[config.mk]
export PLATFORM = sky130hd
export DESIGN_NAME = mwnf_cfg
export DESIGN_NICKNAME = d
export VERILOG_FILES = /design/src/mwnf_pkg.sv /design/src/mwnf_cfg.sv
export SDC_FILE = /design/constraint.sdc
export NUM_CORES = 1
export LEC_CHECK = 0
export BUFFER_PORTS_ARGS = -buffer_cell sky130_fd_sc_hd__buf_2
export CORE_ASPECT_RATIO = 0.7
export CORE_UTILIZATION = 48
export CTS_CLUSTER_DIAMETER = 60
export CTS_CLUSTER_SIZE = 8
export DETAILED_ROUTE_END_ITERATION = 8
export HOLD_SLACK_MARGIN = 0.03
export PLACE_DENSITY = 0.78
export SLEW_MARGIN = 20
export SYNTH_ARGS = -nofsm -noshare
export SYNTH_HDL_FRONTEND = slang
export SYNTH_SLANG_ARGS = --single-unit
[constraint.sdc]
create_clock -name i_clk -period 1.1 [get_ports i_clk]
set_input_delay 0.11 -clock i_clk [delete_from_list [all_inputs] [get_ports i_clk]]
set_output_delay 0.11 -clock i_clk [all_outputs]
set_load 0.05 [all_outputs]
[src/mwnf_pkg.sv]
// Shared widths, configuration types and fixed-point helpers for the wall normal flux block.
`timescale 1ns / 1ps

package mwnf_pkg;

    // Fixed-point format of every value on the datapath
    localparam int FRAC_BITS = 16;
    localparam int WORD_BITS = 32;
    localparam int PROD_BITS = 2 * WORD_BITS;
    localparam int SUM_BITS  = WORD_BITS + 2;

    // Configuration port
    localparam int CFG_INDEX_BITS = 2;
    localparam int CFG_DATA_BITS  = 32;
    localparam int UCFG_BITS      = 31;

    localparam logic [UCFG_BITS-1:0]     ENTHALPY_RESET  = 31'd163840;
    localparam logic [UCFG_BITS-1:0]     REF_SPEED_RESET = 31'd65536;
    localparam logic [CFG_DATA_BITS-1:0] WALL_POT_RESET  = 32'd0;

    typedef logic signed [WORD_BITS-1:0] t_word;
    typedef logic signed [SUM_BITS-1:0]  t_sum;

    typedef enum logic [CFG_INDEX_BITS-1:0] {
        CFG_ENTHALPY  = 2'd0,
        CFG_REF_SPEED = 2'd1,
        CFG_WALL_POT  = 2'd2
    } t_cfg_index;

    typedef struct packed {
        t_word hf;
        t_word beta;
        t_word phi;
    } t_cfg;

    // One half in the word format
    localparam t_word ONE_HALF = t_word'(1) <<< (FRAC_BITS - 1);

    localparam logic [PROD_BITS-1:0] ROUND_HALF = PROD_BITS'(1) << (FRAC_BITS - 1);
    localparam logic [PROD_BITS-1:0] NEG_LIMIT  = PROD_BITS'(1) << (WORD_BITS - 1);
    localparam logic [PROD_BITS-1:0] POS_LIMIT  = NEG_LIMIT - PROD_BITS'(1);

    localparam t_sum SUM_MAX = t_sum'(POS_LIMIT[WORD_BITS-1:0]);
    localparam t_sum SUM_MIN = -SUM_MAX - t_sum'(1);

    // Magnitude of a signed word; the most negative value maps to 2^(W-1)
    function automatic logic [WORD_BITS-1:0] abs_word(input t_word a);
        logic [WORD_BITS-1:0] u;
        u = a;
        return a[WORD_BITS-1] ? (~u + WORD_BITS'(1)) : u;
    endfunction

    // Round a product magnitude half away from zero, drop the fraction, saturate
    function automatic t_word round_sat(input logic [PROD_BITS-1:0] mag, input logic neg);
        logic [PROD_BITS-1:0] q;
        q = (mag + ROUND_HALF) >> FRAC_BITS;
        if (neg) begin
            if (q > NEG_LIMIT) q = NEG_LIMIT;
            return t_word'(PROD_BITS'(0) - q);
        end
        if (q > POS_LIMIT) q = POS_LIMIT;
        return t_word'(q);
    endfunction

    // Saturate an exact sum back to one word
    function automatic t_word sat_word(input t_sum s);
        if (s > SUM_MAX) return t_word'(SUM_MAX);
        if (s < SUM_MIN) return t_word'(SUM_MIN);
        return t_word'(s);
    endfunction

endpackage

[src/mwnf_cfg.sv]
// Configuration registers: enthalpy factor, reference speed and wall potential.
`timescale 1ns / 1ps

module mwnf_cfg
    import mwnf_pkg::*;
(
    input  logic                      i_clk,
    input  logic                      i_rst_n,
    input  logic                      i_cfg_we,
    input  logic [CFG_INDEX_BITS-1:0] i_cfg_index,
    input  logic [CFG_DATA_BITS-1:0]  i_cfg_data,
    output t_cfg                      o_cfg
);

    logic [UCFG_BITS-1:0]     r_hf;
    logic [UCFG_BITS-1:0]     r_beta;
    logic [CFG_DATA_BITS-1:0] r_phi;

    // Write the addressed register; drop writes to unknown indexes
    always_ff @(posedge i_clk) begin
        if (!i_rst_n) begin
            r_hf   <= ENTHALPY_RESET;
            r_beta <= REF_SPEED_RESET;
            r_phi  <= WALL_POT_RESET;
        end else if (i_cfg_we) begin
            unique case (i_cfg_index)
                CFG_ENTHALPY:  r_hf   <= i_cfg_data[UCFG_BITS-1:0];
                CFG_REF_SPEED: r_beta <= i_cfg_data[UCFG_BITS-1:0];
                CFG_WALL_POT:  r_phi  <= i_cfg_data;
                default: ;
            endcase
        end
    end

    // Present all values as datapath words
    assign o_cfg.hf   = t_word'({1'b0, r_hf});
    assign o_cfg.beta = t_word'({1'b0, r_beta});
    assign o_cfg.phi  = t_word'(r_phi);

endmodule

==> flow_summary.json <==
{
  "outcome": "finished clean",
  "grtUsageTotal": 0.2112,
  "cp_max_fo": 2,
  "start_util": 0.5095,
  "detail-route-antenna-nets": 0,
  "yosys.area.top_type": "dfxtp_1",
  "drv_cap": 0,
  "cp_slowest_stage_delay_ps": 360,
  "cts_buffers": 9,
  "yosysTopAreaCellShare": 0.5343,
  "grt.busiest_layer": "met2",
  "critical_path_buf_inv_count": 1,
  "synth_area_um2": 3522,
  "finalCritPeriodShare": 0.9726,
  "p_leak_uw": 0.002339,
  "p_clk_frac": 0.304,
  "switchingPower_uw": 1988,
  "use_met1": 0.2597,
  "setup_viol": 0,
  "cts.clk_slew.worst_paths_ps": 100,
  "power_uw": 6751,
  "n_antenna_cell": 0,
  "synth_area_leaders": "dfxtp_1, mux2i_1, nand2_1",
  "die_width_um": 104.4,
  "synthArstFlopShare": 0,
  "post_cts_buffers": 0,
  "slew_violations": 0,
  "max_freq_mhz": 934.7,
  "cts_buffer_depth": 2,
  "fin_hold_ws_ps": 47.07,
  "p_int_uw": 4763,
  "switching_share": 0.2944,
  "arrival_ps": 960,
  "skew_ps": 0,
  "setup_slack_ps": 30.17,
  "grt_pass1_wl_mm": 12.63,
  "wirelength_mm": 8.098,
  "cp_slowest_cell": "dfxtp_1",
  "dp_hpwl_mm": 5.501,
  "viasPerCell": 4.906,
  "die_h_um": 73.67,
  "coreArea_um2": 6913,
  "cts_tree": "yes",
  "crit_chain": "clkbuf_4",
  "drive_above_1_share": 0.3236,
  "endpoint_kind": "primary output",
  "drc": 0,
  "peakVddDrop_mv": 0.7723,
  "synthCells": 348,
  "drt_first_pass_iters": 4,
  "postPlaceCellArea_um2": 4308,
  "ios": 133,
  "fin_cells": 573,
  "pre_cts_ws_ps": 3.723,
  "vias": 2811,
  "std_cell_rows": 25,
  "finalHoldViolCount": 0,
  "grt_pass1_vias": 2634,
  "synth_edf_count": 0,
  "met2_usage": 0.3451,
  "reg2reg_slack_ps": 450,
  "synth-seq-cells": 94,
  "crit_family": "flip-flops",
  "netlist_top_cells_count": "nand2_1, dfxtp_1, mux2i_1",
  "p_seq_frac": 0.531,
  "antenna_found_initial": 0,
  "worst-setup-path-type": "reg2out",
  "hp-class": "in2reg",
  "synth_warnings": 0,
  "die-area_um2": 7690,
  "power_density_nw_per_um2": 1438,
  "htree_num_levels": 3,
  "yosysSeqAreaShare": 0.5343,
  "io_buffer_count": 130,
  "numClockSinks": 94,
  "wl_per_cell_um": 14.13,
  "grt.overflow.total": 0,
  "min_period_ps": 1070,
  "synth_cell_types": 15,
  "syn_area_per_cell_um2": 10.12,
  "clkLatencyLatePin_ps": 340,
  "grt_max_degree": 36,
  "synth.most_common_cell": "nand2_1",
  "layout.nets": 511,
  "design_area_um2": 4696,
  "required_ps": 990,
  "synth_ff_type": "dfxtp_1",
  "area_delta_synth_final_pct": 33.32,
  "gp_congestion": 0.7888,
  "drt_iter0_markers": 92,
  "met3_usage": 0.09760,
  "clockRootBuffer": "clkbuf_8",
  "combinationalPowerShare": 0.165,
  "startpoint_type": "register",
  "dp.cells": 556
}
[per-layer routing]
layer  vias to the layer above  routed length, µm
met5                         -                  0
met4                         0                 46
met3                         5                737
met2                        99               3801
met1                      1315               3512
li1                       1392                  -
[area by class of cell]
cell class / count / area [µm²]
sequential: 94 / 1882
multi-input combinational: 226 / 1476
clock buffer: 11 / 141.4
inverter: 3 / 11.26
fill: 565 / 2217
timing repair buffer: 140 / 1033
tap: 94 / 117.6
clock inverter: 5 / 33.78
[path summary, 6_finish.rpt]
path                                         startpoint                 endpoint  cells after the start
worst min-delay path                     i_cfg_data[25]   r_phi[25]$_SDFFE_PN0P_                      3
worst max register to register    r_hf[15]$_SDFFE_PN1P_    r_hf[15]$_SDFFE_PN1P_                      2
worst min register to register  r_beta[27]$_SDFFE_PN0P_  r_beta[27]$_SDFFE_PN0P_                      2
worst max-delay path             r_beta[8]$_SDFFE_PN0P_                o_cfg[40]                      1
[per-stage QoR]
stage,TNS [ps],util
2_1_floorplan,0,-
3_3_place_gp,0,0.6232
3_5_place_dp,0,0.6232
4_1_cts,0,0.6518
5_1_grt,-26.94,0.6793
6_report,0,0.6793
[power groups by stage]
stage	registers [µW]	logic, µW	clock network (µW)
floorplan	4080	341	0
global placement	3660	1040	0
detailed placement	3660	1060	0
CTS	3580	1070	2100
global route	3600	1170	2270
finish	3590	1110	2050
[cells by family after synthesis]
logic type	count (synthesis)	share of synthesized area
compound gates	3	0.006394
buf+inv	29	0.04760
mux	91	0.2586
flops	94	0.5343
simple gates	130	0.1520
other cells	1	0.001065
[registers in the layout, summed over array words and instances (netlist names)]
name / flops
r_phi: 32
r_hf: 31
r_beta: 31
[placed cells by master, fill, tap and decap left out]
master         count
buf_12             8
inv_6              1
nand4b_1           1
nand3b_1           2
nand2_1          123
clkbuf_1           1
clkinv_2           2
buf_2             48
clkbuf_8          10
conb_1             2
o211ai_1           3
buf_4             17
inv_1              3
and3b_1            1
clkbuf_4          66
nor3b_4            1
dlygate4sd3_1      1
mux2i_1           91
dfxtp_1           94
clkinvlp_4         2
nand4bb_1          2
[repair_timing]
action                                  CTS  global route
resized for setup                         5            86
endpoints found under the setup margin    5            76
hold buffers                              1             0
endpoints found under the hold margin     1             0
Power figures use the tool's default switching activity.
