$ cat src/mwnf_pkg.sv
// Shared widths, configuration types and fixed-point helpers for the wall normal flux block.
`timescale 1ns / 1ps

package mwnf_pkg;

    // Fixed-point format of every value on the datapath
    localparam int FRAC_BITS = 16;
    localparam int WORD_BITS = 32;
    localparam int PROD_BITS = 2 * WORD_BITS;
    localparam int SUM_BITS  = WORD_BITS + 2;

    // Configuration port
    localparam int CFG_INDEX_BITS = 2;
    localparam int CFG_DATA_BITS  = 32;
    localparam int UCFG_BITS      = 31;

    localparam logic [UCFG_BITS-1:0]     ENTHALPY_RESET  = 31'd163840;
    localparam logic [UCFG_BITS-1:0]     REF_SPEED_RESET = 31'd65536;
    localparam logic [CFG_DATA_BITS-1:0] WALL_POT_RESET  = 32'd0;

    typedef logic signed [WORD_BITS-1:0] t_word;
    typedef logic signed [SUM_BITS-1:0]  t_sum;

    typedef enum logic [CFG_INDEX_BITS-1:0] {
        CFG_ENTHALPY  = 2'd0,
        CFG_REF_SPEED = 2'd1,
        CFG_WALL_POT  = 2'd2
    } t_cfg_index;

    typedef struct packed {
        t_word hf;
        t_word beta;
        t_word phi;
    } t_cfg;

    // One half in the word format
    localparam t_word ONE_HALF = t_word'(1) <<< (FRAC_BITS - 1);

    localparam logic [PROD_BITS-1:0] ROUND_HALF = PROD_BITS'(1) << (FRAC_BITS - 1);
    localparam logic [PROD_BITS-1:0] NEG_LIMIT  = PROD_BITS'(1) << (WORD_BITS - 1);
    localparam logic [PROD_BITS-1:0] POS_LIMIT  = NEG_LIMIT - PROD_BITS'(1);

    localparam t_sum SUM_MAX = t_sum'(POS_LIMIT[WORD_BITS-1:0]);
    localparam t_sum SUM_MIN = -SUM_MAX - t_sum'(1);

    // Magnitude of a signed word; the most negative value maps to 2^(W-1)
    function automatic logic [WORD_BITS-1:0] abs_word(input t_word a);
        logic [WORD_BITS-1:0] u;
        u = a;
        return a[WORD_BITS-1] ? (~u + WORD_BITS'(1)) : u;
    endfunction

    // Round a product magnitude half away from zero, drop the fraction, saturate
    function automatic t_word round_sat(input logic [PROD_BITS-1:0] mag, input logic neg);
        logic [PROD_BITS-1:0] q;
        q = (mag + ROUND_HALF) >> FRAC_BITS;
        if (neg) begin
            if (q > NEG_LIMIT) q = NEG_LIMIT;
            return t_word'(PROD_BITS'(0) - q);
        end
        if (q > POS_LIMIT) q = POS_LIMIT;
        return t_word'(q);
    endfunction

    // Saturate an exact sum back to one word
    function automatic t_word sat_word(input t_sum s);
        if (s > SUM_MAX) return t_word'(SUM_MAX);
        if (s < SUM_MIN) return t_word'(SUM_MIN);
        return t_word'(s);
    endfunction

endpackage

$ cat src/mwnf_mul.sv
// Two-stage fixed-point multiplier lane: magnitude product, then rounding and saturation.
`timescale 1ns / 1ps

module mwnf_mul
    import mwnf_pkg::*;
(
    input  logic       i_clk,
    input  logic [1:0] i_en,
    input  t_word      i_a,
    input  t_word      i_b,
    output t_word      o_y
);

    logic [WORD_BITS-1:0] abs_a;
    logic [WORD_BITS-1:0] abs_b;
    logic [PROD_BITS-1:0] n_mag;
    logic [PROD_BITS-1:0] r_mag;
    logic                 r_neg;
    t_word                r_y;

    // Multiply magnitudes, keep the sign apart
    assign abs_a = abs_word(i_a);
    assign abs_b = abs_word(i_b);
    assign n_mag = PROD_BITS'(abs_a) * PROD_BITS'(abs_b);

    always_ff @(posedge i_clk) begin
        if (i_en[0]) begin
            r_mag <= n_mag;
            r_neg <= i_a[WORD_BITS-1] ^ i_b[WORD_BITS-1];
        end
    end

    // Round half away from zero and clamp to one word
    always_ff @(posedge i_clk) begin
        if (i_en[1]) r_y <= round_sat(r_mag, r_neg);
    end

    assign o_y = r_y;

endmodule

$ cat config.mk
export PLATFORM = sky130hd
export DESIGN_NAME = mwnf_mul
export DESIGN_NICKNAME = d
export VERILOG_FILES = /design/src/mwnf_pkg.sv /design/src/mwnf_mul.sv
export SDC_FILE = /design/constraint.sdc
export NUM_CORES = 2
export LEC_CHECK = 0
export BUFFER_PORTS_ARGS = -buffer_cell sky130_fd_sc_hd__buf_2
export CORE_ASPECT_RATIO = 0.75
export CORE_MARGIN = 4
export CORE_UTILIZATION = 67
export DETAILED_ROUTE_END_ITERATION = 12
export GPL_ROUTABILITY_DRIVEN = 0
export MAX_ROUTING_LAYER = met4
export PLACE_DENSITY = 0.85
export SLEW_MARGIN = 20
export SYNTH_ARGS = -nofsm -noshare
export SYNTH_HDL_FRONTEND = slang
export SYNTH_SLANG_ARGS = --single-unit
$ cat constraint.sdc
create_clock -name i_clk -period 11.6 [get_ports i_clk]
set_clock_uncertainty 0.1 [all_clocks]
set_input_delay 0.58 -clock i_clk [delete_from_list [all_inputs] [get_ports i_clk]]
set_output_delay 0.58 -clock i_clk [all_outputs]
set_load 0.01 [all_outputs]
==> metrics.yaml <==
grt_max_degree: 51
synth_compound_area_frac: 0.0592
hold_class: "in2reg"
dp.cells: 5132
critPathBufInv: 5
path_clk_slew_ns: 0.06
crit_required_ns: 11.60
synth_area_leader_cell: "fa_1"
row_count: 75
viasPerCell: 6.30
first_pass_iters: 10
postCtsSetupBuffers: 0
numCtsBuffers: 9
drcViolationCount: 0
cpMostUsedCell: "fa_1"
critPathSlowestCell: "or4_4"
area.growth.synth_to_final_pct: 6.33
cp_slowest_stage_delay_ns: 0.58
period_share: 0.975
synth-edff-count: 82
hold_violations: 0
drive_gt1_frac: 0.0770
dr_total_vias: 32555
use_met1: 0.509
synthSimpleGateAreaFrac: 0.160
synth_top_family_by_area: "adder cells"
synth_cell_types: 86
syn_area_per_cell_sq_um: 8.74
clock_sinks: 82
postCtsHoldBufs: 0
critPathLaunchType: "primary input"
cp-end-kind: "register"
setup_viol: 0
use_met3: 0.196
path_delay_family: "adder cells"
synthXorXnorAreaFrac: 0.0443
root_buffer: "clkbuf_16"
grt-ovfl-total: 0
synth_top_area_frac: 0.471
grtUsageTotal: 0.418
muxShareOfSynthArea: 0.00131
port_buffers: 98
wl_per_cell_um: 23.6
ys_ff_latch: 82
synth_warnings: 0
cap_viol_max_count: 0
antenna_found_initial: 13
die_w_um: 283
grt_pass1_vias: 33897
nFillCells: 3940
antenna_left: 0
drtIter0Drc: 3829
yosys-top-cells-area: "fa_1 47%, inv_1 9.3%, ha_1 8.7%"
busiest_layer: "met2"
grt_pass1_wl_um: 189000
wirelength_um: 122000
finalNonFillerCells: 5164
outcome: "finished, final reports clean"
ctsHtreeMaxLevel: 3
use_met2: 0.573
clk_path_buf_depth: 2
syn-instance-count: 4359
fmax_ghz: 0.0884
insertion_delay_ns: 0.36
synth.most_common_cell: "inv_1"
setup.worst_path.class: "in2reg"
tightest_slew_ns: 1.25
io_pins: 99
async_reset_ff_frac: 0
drv_slew: 0
cp_max_fo: 16
post-route-min-period_ns: 11.31
rsz0062_at_grt: "false"
syn_area_sq_um: 38100
cts_tree: "done"
ys_seq_area_frac: 0.0647
fin_tns_setup_ns: 0
synth-adder-area-share: 0.557
start_util: 0.679
core_sq_um: 56100
dieArea_sq_um: 60700
synthFlopType: "edfxtp_1"
layout.nets: 5638
syn-num-nets: 5585
yosys-top-cells-count: "942 x inv_1, 895 x fa_1, 633 x nor2_1, 575 x nand2_1, 264 x ha_1"
dpl.hpwl_um: 99000
crit_arrival_ns: 11.32
dieHeight_um: 214
slew_headroom: 0.160
-- through the flow --
step	instance area (sq um)	util	setup slack (ns)	hold WS (ns)
3_5_place_dp	40100	0.715	0.230	0.688
6_report	40500	0.721	0.286	0.658
5_1_grt	40500	0.721	0.0327	0.681
2_1_floorplan	38100	-	1.48	0.572
4_1_cts	40400	0.720	0.580	0.706
3_3_place_gp	40100	0.715	0.577	0.682
-- logic make-up (layout without fill, tap and decap cells) --
logic type / after synthesis / after routing
flip-flops: 82 / 82
AO/OA/AOI/OAI: 335 / 335
AND/OR/NAND/NOR: 1448 / 1448
adder cells (fa/ha/maj): 1159 / 1159
buffers and inverters: 1139 / 1197
XOR/XNOR: 191 / 191
other: 0 / 16
multiplexers: 5 / 5
-- area by class of cell --
type                       count  area, sq um  area share
clock inverter                 7         76.3     0.00189
timing repair buffer         238         1560      0.0384
sequential                    82         2460      0.0608
antenna                       16         40.0    0.000989
tap                          731          915      0.0226
multi-input combinational   3138        31700       0.782
clock buffer                   9          225     0.00556
inverter                     943         3540      0.0874
-- path summary, 6_finish.rpt --
kind              startpoint         to  slack, ns  cells after the start
setup / recovery      i_b[5]  r_mag[63]       0.29                     33
hold / removal       i_en[0]  r_mag[58]       0.66                      1
setup reg to reg   r_mag[18]    o_y[30]       5.67                     12
hold reg to reg    r_mag[38]    o_y[22]       0.69                      2
-- what timing repair did --
action                     in CTS  in global routing
setup endpoints to repair       0                  3
hold endpoints to repair        0                  0
resized for setup               0                  1
-- state kept, by name, summed over array words and instances, names as in the netlist --
name / flops
o_y: 32
r_mag: 49
r_neg: 1
-- per-layer routing --
| metal | wire length, um | share of wire |
|---|---|---|
| met4 | 9640 | 0.079 |
| met5 | 0 | 0 |
| met3 | 22300 | 0.18 |
| met2 | 50000 | 0.41 |
| met1 | 39900 | 0.33 |
-- worst register-to-register path: stages (launching register included) --
cell and delay [ns]:
edfxtp_1 0.64, nand4_1 0.40, or4_1 0.76, o21a_1 0.26, nor4_1 0.46, nand4_1 0.31, nor4_2 0.46, o21a_2 0.70
nand2_1 0.16, ha_1 0.45, o21ai_0 0.72, a21oi_1 0.08, a221oi_1 0.24
-- layout by cell type (no fill, tap or decap), types with 6 or more instances in the layout --
master,netlist,routed
xnor2_1,94,68
nor4_1,28,26
diode_2,0,16
nand3_1,44,44
o21ai_0,74,73
a31o_2,6,6
nand4_1,26,26
or4_1,9,9
edfxtp_1,82,82
o31a_1,11,11
a31oi_1,18,18
xor2_1,95,77
or3_1,9,9
xor2_2,2,19
nand3b_1,6,6
buf_4,4,140
a22oi_1,9,9
a21oi_1,84,84
o41ai_1,7,7
xnor2_2,0,25
nor3_1,25,25
o31ai_1,12,12
o21a_1,12,12
ha_1,264,264
a21o_1,28,28
or2_2,10,10
inv_1,942,942
fa_1,895,895
and2_1,22,22
nand2b_1,11,11
nor2_1,633,633
nand2_1,575,575
and3_1,19,19
and4_1,6,6
clkbuf_16,0,9
buf_2,12,97
o21bai_1,11,11
Power is not shown: default switching activity piles up to over one toggle a cycle in this logic, so the estimate is an artifact.
