==> src/mwnf_delay.sv <==
// Enabled shift line that carries operands alongside the pipeline stages.
`timescale 1ns / 1ps

module mwnf_delay #(
    parameter int WIDTH = 32,
    parameter int DEPTH = 2
) (
    input  logic             i_clk,
    input  logic [DEPTH-1:0] i_en,
    input  logic [WIDTH-1:0] i_d,
    output logic [WIDTH-1:0] o_q
);

    logic [WIDTH-1:0] r_tap [DEPTH];

    // Advance each tap with its own stage enable
    always_ff @(posedge i_clk) begin
        for (int k = 0; k < DEPTH; k++) begin
            if (i_en[k]) r_tap[k] <= (k == 0) ? i_d : r_tap[(k == 0) ? 0 : k - 1];
        end
    end

    assign o_q = r_tap[DEPTH-1];

endmodule

==> config.mk <==
export PLATFORM = sky130hd
export DESIGN_NAME = mwnf_delay
export DESIGN_NICKNAME = d
export VERILOG_FILES = /design/src/mwnf_delay.sv
export SDC_FILE = /design/constraint.sdc
export NUM_CORES = 1
export LEC_CHECK = 0
export BUFFER_PORTS_ARGS = -buffer_cell sky130_fd_sc_hd__clkbuf_2
export CORE_AREA = 2 2 67 69
export DETAILED_ROUTE_END_ITERATION = 8
export DIE_AREA = 0 0 69 71
export PLACE_DENSITY = 0.85
export SETUP_SLACK_MARGIN = 0.15
export SLEW_MARGIN = 20
export SYNTH_ARGS = -nofsm -noshare
export SYNTH_HDL_FRONTEND = slang
export SYNTH_SLANG_ARGS = --single-unit
==> constraint.sdc <==
create_clock -name i_clk -period 1.9 [get_ports i_clk]
set_clock_uncertainty 0.05 [all_clocks]
set_input_delay 0.19 -clock i_clk [delete_from_list [all_inputs] [get_ports i_clk]]
set_output_delay 0.19 -clock i_clk [all_outputs]
set_load 0.01 [all_outputs]
==> impl_metrics.env, run 1 <==
export IMPL_ioPinCount=67
export IMPL_cts_made_buffers=9
export IMPL_tightest_slew_ns=0.7183
export IMPL_yosys_cell_count_top_type="edfxtp_1"
export IMPL_layout_drive_gt1_share_pct=44.38
export IMPL_insertion_delay_ns=0.33
export IMPL_synth_common_cells="edfxtp_1 (64), buf_4 (32)"
export IMPL_final_max_slew_viol_count=0
export IMPL_async_flop_share_pct=0
export IMPL_synth_area_leaders="edfxtp_1 (89%), buf_4 (11%)"
export IMPL_comb_power_share_pct=6.2
export IMPL_fin_crit_ns=1.116
export IMPL_netlist_instances=96
export IMPL_yosys_area_top_type="edfxtp_1"
export IMPL_worstPathRequired_ns=1.66
export IMPL_largest_register_ffs=64
export IMPL_yosysUniqueCellTypes=2
export IMPL_die_w_um=69
export IMPL_cts_tree="done"
export IMPL_worst_path_buf_inv=1
export IMPL_grt_pass1_wl_um=5223
export IMPL_drc=0
export IMPL_switchingPower_mw=0.5816
export IMPL_syn_nets=131
export IMPL_ys_seq_area_share_pct=88.89
export IMPL_top_regs="r_tap x64"
export IMPL_r2r_start="r_tap[0][10]"
export IMPL_grtUsageTotal_pct=15.27
export IMPL_cp_start_kind="register"
export IMPL_gp_congestion=0.6828
export IMPL_dr_pass1_iters=6
export IMPL_synthFlopType="edfxtp_1"
export IMPL_antenna_left=0
export IMPL_worst_r2r_cell_count=0
export IMPL_hold_slack_ns=0.02038
export IMPL_power_density_mw_per_mm2=1043
export IMPL_viasPerCell=4.387
export IMPL_io_buffers=66
export IMPL_place_area_mm2=0.002337
export IMPL_rr_endpoint="r_tap[0][42]"
export IMPL_cts_setup_buffers=0
export IMPL_grt_overflow=0
export IMPL_slew_headroom_pct=52.11
export IMPL_ir_drop_mv=0.8747
export IMPL_synth_top_area_share_pct=88.89
export IMPL_synth_edff_count=64
export IMPL_power_share_switching_pct=19.73
export IMPL_whs_path_depth=1
export IMPL_cts_sinks=64
export IMPL_setup_viol=0
export IMPL_worstHoldPathType="input pin to register"
export IMPL_ys_seq_elements=64
export IMPL_registers_top_by_ff_count="r_tap"
export IMPL_h_tree_depth=3
export IMPL_final_area_mm2=0.002826
export IMPL_p_clk_share_pct=36.0
export IMPL_post_route_period_util_pct=58.72
export IMPL_path_cells="clkbuf_2"
export IMPL_syn_area_mm2=0.002162
export IMPL_r2r_setup_slack_ns=1.15
export IMPL_path_max_fanout=1
export IMPL_final_nets=208
export IMPL_multi_input_gates=0
export IMPL_cts_buffer_depth=2
export IMPL_die_y_um=71
export IMPL_core_area_mm2=0.004204
export IMPL_status="finished, final reports clean"
export IMPL_total_power_mw=2.948
export IMPL_antenna_cells=0
export IMPL_drv_cap=0
export IMPL_arrival_ns=0.88
export IMPL_hold_violations=0
export IMPL_vias=1009
export IMPL_cpPeakStageDelay_ns=0.40
export IMPL_avgRoutedWirePerCell_um=14.50
export IMPL_multiInputGateArea_um2=0
export IMPL_grt_max_degree=33
export IMPL_synth_avg_cell_area_um2=22.52
export IMPL_drt_total_wl_um=3334
export IMPL_synthToLayoutAreaGrowth_pct=30.73
export IMPL_post_cts_resized=0
export IMPL_p_seq_share_pct=57.8
export IMPL_path_clk_slew_ns=0.07
export IMPL_dr_first_iter_drc_count=39
export IMPL_crit_path_top_delay_cell="edfxtp_1"
export IMPL_cp_end_kind="primary output"
export IMPL_grt_pass1_vias=1088
export IMPL_start_util_pct=51.43
export IMPL_die_area_mm2=0.004899
export IMPL_root_buffer="clkbuf_8"
export IMPL_antenna_found_initial=0
export IMPL_p_int_mw=2.366
export IMPL_leakagePower_nw=1.132
export IMPL_path_class="register to primary output"
export IMPL_rows=24
export IMPL_hold_end="r_tap[0][10]"
export IMPL_cp_top_family="flip-flops"
export IMPL_rsz0062_at_grt="no"
export IMPL_clock_fmax_mhz=896.4
export IMPL_worstHoldStart="i_d[10]"
export IMPL_yosysWarnings=0
export IMPL_fin_setup_tns_ns=0
layout make-up:
class	instances	area, um^2
clock inverter	5	47.55
timing repair buffer	98	660.6
fill	298	1378
sequential	64	1922
clock buffer	11	131.4
tap	52	65.06
cell usage in the layout, fill, tap and decap left out:
cell,synthesis,layout
clkinv_2,0,2
dlygate4sd3_1,0,31
bufinv_16,0,1
clkinv_1,0,2
edfxtp_1,64,64
clkbuf_1,0,2
clkbuf_8,0,9
buf_12,0,1
clkbuf_2,0,66
repair_timing:
item / in CTS / in global routing
hold buffers: 31 / 0
hold endpoints to repair: 31 / 0
setup endpoints to repair: 0 / 0
worst max path at each step:
stage,to,startpoint,slack (ns),cells after the start
global placement,r_tap[0][49],i_en[1],0.75,1
floorplan,o_q[0],r_tap[0][32],1.18,1
finish,o_q[27],r_tap[0][59],0.78,1
detailed placement,r_tap[0][52],i_en[1],0.72,1
CTS,o_q[27],r_tap[0][59],0.79,1
global route,o_q[27],r_tap[0][59],0.76,1
stage by stage:
| step | worst slack (ns) | cells | util, % |
|---|---|---|---|
| finish | 0.7844 | 230 | 67.23 |
| global route | 0.7554 | 230 | 67.23 |
| CTS | 0.7863 | 230 | 67.23 |
| detailed placement | 0.7171 | 183 | 55.60 |
| global placement | 0.7455 | 183 | 55.60 |
| floorplan | 1.184 | 96 | - |
routing by layer:
metal	GRT usage, %	routed length [um]
met2	28.85	2032
met4	9.150	54
met5	0	0
met3	6.695	218
met1	12.89	1029
cell families after synthesis:
group | after synthesis | synth area share [%]
buffers and inverters | 32 | 11.11
DFF | 64 | 88.89
power by group through the flow:
| stage | combinational [mW] | sequential [mW] | clock, mW |
|---|---|---|---|
| after floorplan | 0.0855 | 1.72 | 0 |
| after global placement | 0.128 | 1.73 | 0 |
| after detailed placement | 0.132 | 1.73 | 0 |
| after CTS | 0.182 | 1.71 | 1.06 |
| after global routing | 0.199 | 1.71 | 1.15 |
| final | 0.183 | 1.70 | 1.06 |
(Power assumes the default switching activity.)
==> run 2: changes to the inputs <==
--- a/config.mk
+++ b/config.mk
@@ -6,10 +6,10 @@
 export NUM_CORES = 1
 export LEC_CHECK = 0
 export BUFFER_PORTS_ARGS = -buffer_cell sky130_fd_sc_hd__clkbuf_2
-export CORE_AREA = 2 2 67 69
+export CORE_AREA = 2 2 73 75
 export DETAILED_ROUTE_END_ITERATION = 8
-export DIE_AREA = 0 0 69 71
-export PLACE_DENSITY = 0.85
+export DIE_AREA = 0 0 75 77
+export PLACE_DENSITY = 0.76
 export SETUP_SLACK_MARGIN = 0.15
 export SLEW_MARGIN = 20
 export SYNTH_ARGS = -nofsm -noshare
==> constraint.sdc (replaced) <==
create_clock -name i_clk -period 1 [get_ports i_clk]
set_clock_uncertainty 0.05 [all_clocks]
set_input_delay 0.1 -clock i_clk [delete_from_list [all_inputs] [get_ports i_clk]]
set_output_delay 0.1 -clock i_clk [all_outputs]
set_load 0.01 [all_outputs]
==> run 2 against run 1 <==
Net effect:
- the run now ends with setup timing left
- non-clock buffer count is 3 higher
- utilization is 9.7 points lower
- wire length is 0.39% lower
- die area is 18% higher
- power is 81% higher
- final cell count is 9.1% higher
- worst setup slack worse by 0.81 ns
- critical endpoint is now o_q[30]
==> impl_metrics.env, run 2 (synthesis results as in run 1) <==
export IMPL_die_w_um=75
export IMPL_cp_top_family="flip-flops"
export IMPL_switchingPower_mw=1.084
export IMPL_comb_power_share_pct=6.9
export IMPL_path_clk_slew_ns=0.07
export IMPL_fin_crit_ns=1.030
export IMPL_p_int_mw=4.251
export IMPL_violations="setup timing"
export IMPL_cp_end_kind="primary output"
export IMPL_post_route_period_util_pct=103.0
export IMPL_mostFrequentLayoutCells="clkbuf_2 (64), edfxtp_1 (64), dlygate4sd3_1 (32)"
export IMPL_antenna_left=0
export IMPL_worstHoldStart="i_en[1]"
export IMPL_grtUsageTotal_pct=12.65
export IMPL_cpPeakStageDelay_ns=0.39
export IMPL_multiInputGateArea_um2=0
export IMPL_setup_viol=5
export IMPL_ir_drop_mv=1.542
export IMPL_core_area_mm2=0.004977
export IMPL_largest_register_ffs=64
export IMPL_gp_congestion=0.7236
export IMPL_drc=0
export IMPL_multi_input_gates=0
export IMPL_io_buffers=66
export IMPL_hold_violations=0
export IMPL_die_y_um=77
export IMPL_rsz0062_at_grt="yes"
export IMPL_dr_pass1_iters=4
export IMPL_layout_drive_gt1_share_pct=44.20
export IMPL_cp_num_cells=1
export IMPL_path_max_fanout=1
export IMPL_dp_slack_ns=0.2334
export IMPL_antenna_cells=0
export IMPL_status="finished, violations left"
export IMPL_fillers=368
export IMPL_power_share_switching_pct=20.32
export IMPL_top_regs="r_tap x64"
export IMPL_hold_slack_ns=0.1315
export IMPL_grt_overflow=0
export IMPL_drt_total_wl_um=3321
export IMPL_drv_cap=0
export IMPL_crit_path_top_delay_cell="edfxtp_1"
export IMPL_h_tree_depth=3
export IMPL_path_cells="clkbuf_2"
export IMPL_ioPinCount=67
export IMPL_cts_sinks=64
export IMPL_worst_path_buf_inv=1
export IMPL_total_power_mw=5.335
export IMPL_tightest_slew_ns=0.1669
export IMPL_dr_first_iter_drc_count=28
export IMPL_fin_setup_tns_ns=-0.08176
export IMPL_crit_start="r_tap[0][62]"
export IMPL_whs_path_depth=2
export IMPL_worst_r2r_cell_count=0
export IMPL_cts_made_buffers=9
export IMPL_final_nets=211
export IMPL_p_seq_share_pct=60.6
export IMPL_rows=26
export IMPL_registers_top_by_ff_count="r_tap"
export IMPL_viasPerCell=4.104
export IMPL_grt_pass1_wl_um=4940
export IMPL_insertion_delay_ns=0.33
export IMPL_worstPathRequired_ns=0.85
export IMPL_slew_headroom_pct=88.87
export IMPL_power_density_mw_per_mm2=1863
export IMPL_grt_pass1_vias=1061
export IMPL_finalWorstSetupSlack_ns=-0.02983
export IMPL_cts_tree="done"
export IMPL_leakagePower_nw=1.133
export IMPL_start_util_pct=43.44
export IMPL_cts_buffer_depth=2
export IMPL_vias=1030
export IMPL_antenna_found_initial=0
export IMPL_path_class="register to primary output"
export IMPL_r2r_start="r_tap[0][24]"
export IMPL_p_clk_share_pct=32.5
export IMPL_avgRoutedWirePerCell_um=13.23
export IMPL_seq_area_mm2=0.001922
export IMPL_worstHoldPathType="input pin to register"
export IMPL_cp_start_kind="register"
export IMPL_arrival_ns=0.88
export IMPL_synthToLayoutAreaGrowth_pct=32.41
export IMPL_final_max_slew_viol_count=0
export IMPL_root_buffer="clkbuf_8"
export IMPL_postLayoutCoreUtil_pct=57.52
export IMPL_grt_max_degree=33
export IMPL_clock_fmax_mhz=971.0
export IMPL_die_area_mm2=0.005775
run 2: cell count changes in the layout (fill, tap and decap cells not counted), sizes merged:
| cell | before | now |
|---|---|---|
| clkinvlp | 0 | 1 |
| dlygate4sd3 | 31 | 32 |
| buf | 1 | 5 |
| bufinv | 1 | 0 |
| clkbuf | 77 | 75 |
run 2: stage by stage:
stage          instance area (um^2)  instances
2_1_floorplan                  2162         96
3_3_place_gp                   2387        203
3_5_place_dp                   2387        203
4_1_cts                        2863        251
5_1_grt                        2863        251
6_report                       2863        251
run 2: final timing paths:
check                                    end  slack (ns)
worst max-delay path                 o_q[30]       -0.03
worst min-delay path            r_tap[0][47]        0.13
worst max register to register  r_tap[0][56]        0.31
worst min register to register  r_tap[0][50]        0.37
run 2: layout make-up:
type	instances	area share, %
clock buffers	11	4.589
clock inverters	5	0.8304
flip-flops and latches	64	67.13
well taps	70	3.059
repair buffers	101	24.39
run 2: what timing repair did:
item / CTS / global route
gates cloned: 0 / 0
gates resized for setup: 0 / 2
hold buffers: 32 / 0
hold endpoints to repair: 32 / 0
setup endpoints to repair: 32 / 32
setup buffers: 0 / 0
pin swaps: 0 / 0
run 2: metal layers:
layer	GRT usage, %	share of wire, %	up-vias
li1	-	-	485
met1	12.82	34	480
met2	19.82	52	54
met3	5.519	11	11
met4	9.643	2.8	0
met5	0	0	-
run 2: power by group through the flow:
stage	Sequential [mW]	Clock (mW)	Combinational, mW
floorplan	3.27	0	0.163
global placement	3.28	0	0.259
detailed placement	3.29	0	0.269
CTS	3.23	1.77	0.366
global route	3.25	1.88	0.397
finish	3.23	1.73	0.368
